<file path="src/rmst_pkg.sv">
// ---------------------------------------------------------------------------
// rmst_pkg
// types, codes and helpers for the range-minimum segment tree
// ---------------------------------------------------------------------------
package rmst_pkg;

   localparam int VAL_W      = 15;
   localparam int POS_W      = 10;
   localparam int ADDR_MAX_W = 17;

   localparam logic [VAL_W-1:0] EMPTY_VALUE = 15'd25005;

   localparam logic CMD_LOWER = 1'b0;
   localparam logic CMD_QUERY = 1'b1;

   typedef enum logic [2:0] {
      ST_CLEAR,
      ST_IDLE,
      ST_UPD_LEAF,
      ST_UPD_WALK,
      ST_QRY_A,
      ST_QRY_B,
      ST_QRY_OUT
   } state_type;

   // node memory access for one cycle
   typedef struct packed {
      logic                  rd_en;
      logic [ADDR_MAX_W-1:0] rd_addr;
      logic                  wr_en;
      logic [ADDR_MAX_W-1:0] wr_addr;
      logic [VAL_W-1:0]      wr_data;
   } mem_req_type;

   function automatic logic [VAL_W-1:0] lesser(input logic [VAL_W-1:0] a,
                                               input logic [VAL_W-1:0] b);
      return (a < b) ? a : b;
   endfunction

endpackage

</file>
<file path="src/rmst_ctrl.sv">
// ---------------------------------------------------------------------------
// rmst_ctrl
// sequencer for clearing, point lowering and range queries
// ---------------------------------------------------------------------------
module rmst_ctrl import rmst_pkg::*; #(
   parameter int POSITIONS = 1024,
   parameter int CW        = 12
) (
   input  logic             clock,
   input  logic             reset,
   input  logic             req_valid,
   output logic             req_ready,
   input  logic             req_command,
   input  logic [POS_W-1:0] req_position,
   input  logic [VAL_W-1:0] req_value,
   input  logic [POS_W-1:0] req_query_low,
   input  logic [POS_W-1:0] req_query_high,
   output mem_req_type      mem_req,
   input  logic [VAL_W-1:0] rd_data,
   output logic             rsp_valid,
   input  logic             rsp_ready,
   output logic [VAL_W-1:0] rsp_minimum
);

   localparam logic [31:0] P32      = 32'(POSITIONS);
   localparam logic [CW-1:0] LAST_NODE = CW'(2 * POSITIONS - 1);
   localparam logic [CW-1:0] ROOT     = CW'(1);

   state_type        state_ff, state_in;
   logic [CW-1:0]    idx_ff, idx_in;
   logic [CW-1:0]    b_ff, b_in;
   logic [VAL_W-1:0] cur_ff, cur_in;
   logic [VAL_W-1:0] val_ff, val_in;
   logic             pend_ff, pend_in;
   logic             rsp_valid_ff, rsp_valid_in;
   logic [VAL_W-1:0] rsp_min_ff, rsp_min_in;

   logic             accept;
   logic             pos_ok;
   logic [31:0]      hi32;
   logic             range_ok;
   logic [CW-1:0]    leaf;
   logic [CW-1:0]    a_start;
   logic [CW-1:0]    b_start;
   logic [CW-1:0]    parent;
   logic [CW-1:0]    b_dec;
   logic [VAL_W-1:0] acc;
   logic [VAL_W-1:0] leaf_new;
   logic [VAL_W-1:0] walk_new;
   logic             out_free;

   assign req_ready   = (state_ff == ST_IDLE);
   assign accept      = req_valid && req_ready;
   assign rsp_valid   = rsp_valid_ff;
   assign rsp_minimum = rsp_min_ff;

   always_comb begin
      pos_ok   = 32'(req_position) < P32;
      hi32     = (32'(req_query_high) >= P32) ? (P32 - 32'd1) : 32'(req_query_high);
      range_ok = 32'(req_query_low) <= hi32;
      leaf     = CW'(P32 + 32'(req_position));
      a_start  = CW'(P32 + 32'(req_query_low));
      b_start  = CW'(P32 + hi32 + 32'd1);
      parent   = idx_ff >> 1;
      b_dec    = b_ff - CW'(1);
      acc      = pend_ff ? lesser(cur_ff, rd_data) : cur_ff;
      leaf_new = lesser(rd_data, val_ff);
      walk_new = lesser(cur_ff, rd_data);
      out_free = !rsp_valid_ff || rsp_ready;
   end

   // next state
   always_comb begin
      state_in = state_ff;
      case (state_ff)
         ST_CLEAR: begin
            if (idx_ff == LAST_NODE) begin
               state_in = ST_IDLE;
            end
         end
         ST_IDLE: begin
            if (accept) begin
               if (req_command == CMD_QUERY) begin
                  state_in = ST_QRY_A;
               end else if (pos_ok) begin
                  state_in = ST_UPD_LEAF;
               end
            end
         end
         ST_UPD_LEAF: state_in = ST_UPD_WALK;
         ST_UPD_WALK: begin
            if (parent == ROOT) begin
               state_in = ST_IDLE;
            end
         end
         ST_QRY_A: begin
            state_in = (idx_ff < b_ff) ? ST_QRY_B : ST_QRY_OUT;
         end
         ST_QRY_B: state_in = ST_QRY_A;
         ST_QRY_OUT: begin
            if (out_free) begin
               state_in = ST_IDLE;
            end
         end
         default: state_in = ST_CLEAR;
      endcase
   end

   // datapath and memory access
   always_comb begin
      idx_in       = idx_ff;
      b_in         = b_ff;
      cur_in       = cur_ff;
      val_in       = val_ff;
      pend_in      = 1'b0;
      rsp_valid_in = rsp_valid_ff && !rsp_ready;
      rsp_min_in   = rsp_min_ff;
      mem_req      = '0;
      case (state_ff)
         ST_CLEAR: begin
            mem_req.wr_en   = 1'b1;
            mem_req.wr_addr = ADDR_MAX_W'(idx_ff);
            mem_req.wr_data = EMPTY_VALUE;
            idx_in          = idx_ff + CW'(1);
         end
         ST_IDLE: begin
            if (accept) begin
               if (req_command == CMD_QUERY) begin
                  idx_in = range_ok ? a_start : '0;
                  b_in   = range_ok ? b_start : '0;
                  cur_in = EMPTY_VALUE;
               end else if (pos_ok) begin
                  mem_req.rd_en   = 1'b1;
                  mem_req.rd_addr = ADDR_MAX_W'(leaf);
                  idx_in          = leaf;
                  val_in          = req_value;
               end
            end
         end
         ST_UPD_LEAF: begin
            mem_req.wr_en   = 1'b1;
            mem_req.wr_addr = ADDR_MAX_W'(idx_ff);
            mem_req.wr_data = leaf_new;
            mem_req.rd_en   = 1'b1;
            mem_req.rd_addr = ADDR_MAX_W'(idx_ff ^ CW'(1));
            cur_in          = leaf_new;
         end
         ST_UPD_WALK: begin
            // rd_data is the sibling of the node just refreshed
            mem_req.wr_en   = 1'b1;
            mem_req.wr_addr = ADDR_MAX_W'(parent);
            mem_req.wr_data = walk_new;
            cur_in          = walk_new;
            idx_in          = parent;
            if (parent != ROOT) begin
               mem_req.rd_en   = 1'b1;
               mem_req.rd_addr = ADDR_MAX_W'(parent ^ CW'(1));
            end
         end
         ST_QRY_A: begin
            cur_in = acc;
            if ((idx_ff < b_ff) && idx_ff[0]) begin
               mem_req.rd_en   = 1'b1;
               mem_req.rd_addr = ADDR_MAX_W'(idx_ff);
               pend_in         = 1'b1;
               idx_in          = idx_ff + CW'(1);
            end
         end
         ST_QRY_B: begin
            cur_in = acc;
            idx_in = idx_ff >> 1;
            if (b_ff[0]) begin
               mem_req.rd_en   = 1'b1;
               mem_req.rd_addr = ADDR_MAX_W'(b_dec);
               pend_in         = 1'b1;
               b_in            = b_dec >> 1;
            end else begin
               b_in = b_ff >> 1;
            end
         end
         ST_QRY_OUT: begin
            cur_in = acc;
            if (out_free) begin
               rsp_valid_in = 1'b1;
               rsp_min_in   = acc;
            end
         end
         default: begin
            idx_in = '0;
         end
      endcase
   end

   always_ff @(posedge clock) begin
      if (reset) begin
         state_ff     <= ST_CLEAR;
         idx_ff       <= '0;
         pend_ff      <= 1'b0;
         rsp_valid_ff <= 1'b0;
      end else begin
         state_ff     <= state_in;
         idx_ff       <= idx_in;
         pend_ff      <= pend_in;
         rsp_valid_ff <= rsp_valid_in;
      end
   end

   always_ff @(posedge clock) begin
      b_ff       <= b_in;
      cur_ff     <= cur_in;
      val_ff     <= val_in;
      rsp_min_ff <= rsp_min_in;
   end

endmodule

</file>
<file path="config.mk">
export PLATFORM = sky130hd
export DESIGN_NAME = rmst_ctrl
export DESIGN_NICKNAME = d
export VERILOG_FILES = /design/src/rmst_pkg.sv /design/src/rmst_ctrl.sv
export SDC_FILE = /design/constraint.sdc
export NUM_CORES = 1
export LEC_CHECK = 0
export BUFFER_PORTS_ARGS = -buffer_cell sky130_fd_sc_hd__buf_4
export CAP_MARGIN = 20
export CORE_UTILIZATION = 46
export DETAILED_ROUTE_END_ITERATION = 8
export MAX_ROUTING_LAYER = met4
export PLACE_DENSITY = 0.65
export SLEW_MARGIN = 20
export SYNTH_ARGS = -nofsm -noshare
export SYNTH_HDL_FRONTEND = slang
export SYNTH_SLANG_ARGS = --single-unit
export TNS_END_PERCENT = 20
</file>
<file path="constraint.sdc">
create_clock -name clock -period 3.57 [get_ports clock]
set_input_delay 0.1785 -clock clock [delete_from_list [all_inputs] [get_ports clock]]
set_output_delay 0.1785 -clock clock [all_outputs]
set_load 0.005 [all_outputs]
</file>
Word level (Yosys, flattened, before mapping):

Index checks and enable logic that the tools add are counted.

* bits in registers: 74
* logic and storage cells: 90
* input bits: 65
* output and inout bits: 68

* bitwise gates (word level): 4
* $lt $le $gt $ge: 4
* $add $sub $neg: 6
* muxes and demuxes: 35
* reductions and logical operators: 18
* eq/ne operators: 15

Operators with widths (count)
* $pmux W33 S3: 1
* $mux W18: 5
* $pmux W18 S5: 1
* $mux W12: 7
* $mux W15: 5
* $pmux W12 S5: 1
* $pmux W15 S4: 1
* $add A11 B10 Y12 const A: 3
* $lt A15 B15 Y1: 2
* $add A12 B1 Y12 const B: 2
* $pmux W12 S2: 1
* $pmux W3 S7: 1
* $mux W3: 5
* $eq A12 B11 Y1 const B: 1
* $lt A12 B12 Y1: 1
* $reduce_and A3 Y1: 4
* $sub A12 B1 Y12 const B: 1
* $eq A11 B1 Y1 const B: 1
* $mux W11: 1
* $ne A11 B1 Y1 const B: 1
* $le A10 B10 Y1: 1
* $eq A3 B3 Y1 const B: 3
* $ne A2 B2 Y1 const B: 4
* $eq A3 B2 Y1 const B: 2
* other kinds (16): 27

Longest topological paths before layout:

* depth after elaboration: 6
* gate-level depth with buffers: 10
* depth with buffers taken out: 8

Worst setup path after synthesis:

Ideal clock, no wire load.

* path kind: register -> register
* from: reg state_ff[0]
* to: reg rsp_min_ff[0], in the netlist rsp_minimum[0], enable pin
* stages on the path, launching flop included: 5
* arrival: 2.085 ns
* period minus slack after synthesis: 2.495 ns
* setup time: 0.409 ns
* setup slack: 1.075 ns
* path buffers: 3
* required time: 3.161 ns
* cell sequence: dfxtp_1 > buf_2 > buf_1 > clkbuf_1 > nor3b_1

* cells in the longest elaborated chain, start to end: 2

RTL lines
* from (decl): line rmst_ctrl.sv:29 `state_type state_ff, state_in;`
* from (signal assigned): line rmst_ctrl.sv:201 `state_ff <= state_in;`
* $eq A3 B3 Y1: line rmst_ctrl.sv:119 `case (state_ff)`
* $reduce_and A2 Y1 (no source line)
* to (signal assigned): line rmst_ctrl.sv:212 `rsp_min_ff <= rsp_min_in;`
* to (decl): line rmst_ctrl.sv:36 `logic [VAL_W-1:0] rsp_min_ff, rsp_min_in;`

No other way between the ends.
A chain may end at the register's enable or synchronous reset.

==> results.sh <==
export IMPL_run_status="finished, final reports clean"
export IMPL_crit_arrival_ns=3.19
export IMPL_core_area_um2=14480
export IMPL_critPathCaptureType="primary output"
export IMPL_drive_gt1_frac=0.2256
export IMPL_cts_repair_timing_setup_buffer_count=0
export IMPL_cell_count_after_placement=1056
export IMPL_start_kind="flop"
export IMPL_via_count_of_the_first_global_routing_pass=6379
export IMPL_cts_reportedPaths_clkPinSlew_ns=0.07
export IMPL_most_common_layout_cells="sky130_fd_sc_hd__buf_4, sky130_fd_sc_hd__nand2_1, sky130_fd_sc_hd__inv_1"
export IMPL_initial_utilization=0.4687
export IMPL_fmax_ghz=0.2968
export IMPL_count_of_buffers_from_port_buffering=122
export IMPL_areaGrowthSynthToFinish_pct=21.90
export IMPL_length_of_the_first_detailed_routing_pass_in_iterations=5
export IMPL_synth_cell_area_um2=6787
export IMPL_final_common_cell="sky130_fd_sc_hd__buf_4"
export IMPL_tritoncts="done"
export IMPL_detailed_place_area_um2=7934
export IMPL_hold_path_depth=1
export IMPL_design_area_um2=8273
export IMPL_synthFlopType="sky130_fd_sc_hd__edfxtp_1"
export IMPL_grt_pass1_wl_um=34150
export IMPL_pwr_density_cell_nw_per_um2=276.0
export IMPL_synth_area_per_cell_um2=8.837
export IMPL_ff2ff_path_depth=8
export IMPL_ys_async_sr_fraction=0
export IMPL_post_cts_resized=0
export IMPL_number_of_violations_reported_at_the_end_of_detailed_routing_iteration_0=697
export IMPL_place_gp_congestion=0.9293
export IMPL_postSynthRegisterBits=74
export IMPL_crit_path_max_fanout=8
export IMPL_chipWidth_um=123.5
export IMPL_pwr_share_clk=0.422
export IMPL_yosysSeqAreaShare=0.3024
export IMPL_maxCapViolCount=0
export IMPL_wl_um=22330
export IMPL_drt_drc_violations_left=0
export IMPL_num_nets_final=1004
export IMPL_design_die_area_um2=15240
export IMPL_antenna_found_initial=0
export IMPL_grt_max_degree=33
export IMPL_library_cell_with_the_largest_summed_area_after_synthesis="sky130_fd_sc_hd__edfxtp_1"
export IMPL_grt_resource_usage_total=0.3060
export IMPL_htreeDepth=3
export IMPL_pwr_share_seq=0.412
export IMPL_drtAntennaViolNets=0
export IMPL_worstMarginPinSlew_ns=0.9624
export IMPL_cts_made_buffers=9
export IMPL_antenna_diode_count=0
export IMPL_clkLatencyLatePin_ns=0.35
export IMPL_min_delay_path_class="input port to flop"
export IMPL_layout_worst_path_cycle_share=0.9437
export IMPL_postCtsHoldBufs=1
export IMPL_p_int_w=0.001658
export IMPL_vias=6688
export IMPL_synth_cell_types=78
export IMPL_power_switching_share=0.2738
export IMPL_fin_crit_ns=3.369
export IMPL_syn_instance_count=768
export IMPL_clock_tree_root_cell="sky130_fd_sc_hd__clkbuf_16"
export IMPL_finalSetupViolCount=0
export IMPL_globalRouteOverflowTotal=0
export IMPL_share_comb_of_total_power=0.166
export IMPL_detailedPlacementHpwl_um=16940
export IMPL_leakage_nw=3.365
export IMPL_rsz0062_at_grt="no"
export IMPL_rows=44
export IMPL_drv_slew=0
export IMPL_timing_worst_setup_path_type="flop to primary output"
export IMPL_timing_critical_path_required_ns=3.39
export IMPL_clk_path_buf_depth=2
export IMPL_post_synth_main_area_contributors="sky130_fd_sc_hd__edfxtp_1, sky130_fd_sc_hd__ha_1, sky130_fd_sc_hd__dfxtp_1, sky130_fd_sc_hd__mux2i_1, sky130_fd_sc_hd__nand2_1"
export IMPL_final_cell_count_no_fill=1075
export IMPL_fin_tns_setup_ns=0
export IMPL_drt_vias_per_instance=6.221
export IMPL_vdd_drop_max_v=0.0002375
export IMPL_die_height_um=123.5
export IMPL_route_detailed_wl_per_inst_um=20.77
export IMPL_post_synth_top_area_fraction=0.2522
export IMPL_clock_sinks=74
export IMPL_pin_count=133
export IMPL_netSwitchingPower_w=0.0006253
export IMPL_number_of_failing_hold_endpoints_at_the_final_stage=0
export IMPL_max_slew_margin_rel=0.3571
export IMPL_synth_warn=0
export IMPL_post_route_skew_ns=0.008662
export IMPL_synth_edff_count=57
[sequential cells by signal (all words and copies together) (netlist names)]
name,count
pend_ff,1
rsp_minimum,15
b_ff,12
cur_ff,15
state_ff,3
rsp_valid,1
val_ff,15
idx_ff,12
[layer usage]
metal	part of all wire	wire length [um]	vias up	global-route usage
met5	0	0	-	-
met1	0.43	9605	3224	0.3813
met2	0.47	10530	307	0.4941
li1	-	-	3105	-
met3	0.064	1418	52	0.04797
met4	0.035	774	0	0.1242
[per-stage QoR]
stage                     utilization  total power (W)  setup slack, ns  hold WS [ns]
after floorplan                     -         0.001168            1.075        0.2774
after global placement         0.5480         0.001320           0.5867        0.3581
after detailed placement       0.5480         0.001328           0.5910        0.3581
after CTS                      0.5700         0.002287           0.2133    0.00001055
after global routing           0.5714         0.002370          0.01842    0.00002648
final                          0.5714         0.002283           0.2009      0.008213
[cell type report]
class / instances / area [um2]
fillers: 1311 / 6206
multi-input cells: 577 / 4223
flip-flops and latches: 74 / 2052
repair buffers: 156 / 1204
inverters: 68 / 255.2
well taps: 184 / 230.2
clock buffers: 9 / 225.2
clock inverters: 7 / 83.83
[worst max-delay path, cell delays in order (launching register included)]
cell and delay, ns:
sky130_fd_sc_hd__edfxtp_1 0.42, sky130_fd_sc_hd__ha_1 0.31, sky130_fd_sc_hd__and2_0 0.21, sky130_fd_sc_hd__a221o_1 0.34, sky130_fd_sc_hd__a41o_1 0.26, sky130_fd_sc_hd__a21oi_4 0.32, sky130_fd_sc_hd__buf_4 0.26, sky130_fd_sc_hd__mux2_1 0.36
sky130_fd_sc_hd__a31oi_1 0.22, sky130_fd_sc_hd__buf_4 0.15
[kinds of logic after synthesis]
| logic type | after synthesis | synth area share |
|---|---|---|
| AO/OA/AOI/OAI | 223 | 0.2400 |
| multiplexers | 59 | 0.09458 |
| flip-flops | 74 | 0.3024 |
| other | 1 | 0.0005526 |
| buffers and inverters | 126 | 0.08333 |
| adder cells (fa/ha/maj) | 53 | 0.09771 |
| XOR/XNOR | 17 | 0.02194 |
| AND/OR/NAND/NOR | 215 | 0.1595 |
[synthesized netlist by cell type (all sizes together), types with 3 or more instances]
library cell and instances:
nor4 9, nor2 56, o2bb2ai 10, nor2b 6, and3 3, a221o 6, nand2b 5, mux2 29
a21boi 4, nand4 7, dfxtp 17, edfxtp 57, o221ai 22, or3 10, a222oi 11, and2 6
a22oi 18, o31ai 3, a211oi 6, o21ai 37, nand2 67, nor3b 4, xor2 3, o21bai 3
nand3 22, clkbuf 21, buf 37, mux2i 30, inv 67, xnor2 14, o22ai 16, a31oi 14
ha 53, a21o 7, a21oi 44, nor3 9
[final timing paths]
path	from	endpoint	slack, ns
worst max register to register	cur_ff[14]	cur_ff[10]	0.65
worst min-delay path	req_value[9]	val_ff[9]	0.008
worst min register to register	rsp_valid	rsp_valid	0.61
worst max-delay path	cur_ff[6]	mem_req[12]	0.20
[power by group through the flow]
stage	clock network, W	logic, W	registers [W]
final	0.000964	0.000378	0.000941
after global routing	0.00102	0.000415	0.000941
after CTS	0.000975	0.000372	0.000940
after detailed placement	0	0.000369	0.000959
after global placement	0	0.000361	0.000959
after floorplan	0	0.000209	0.000959
Note: power is estimated with default switching activity, not from simulation.
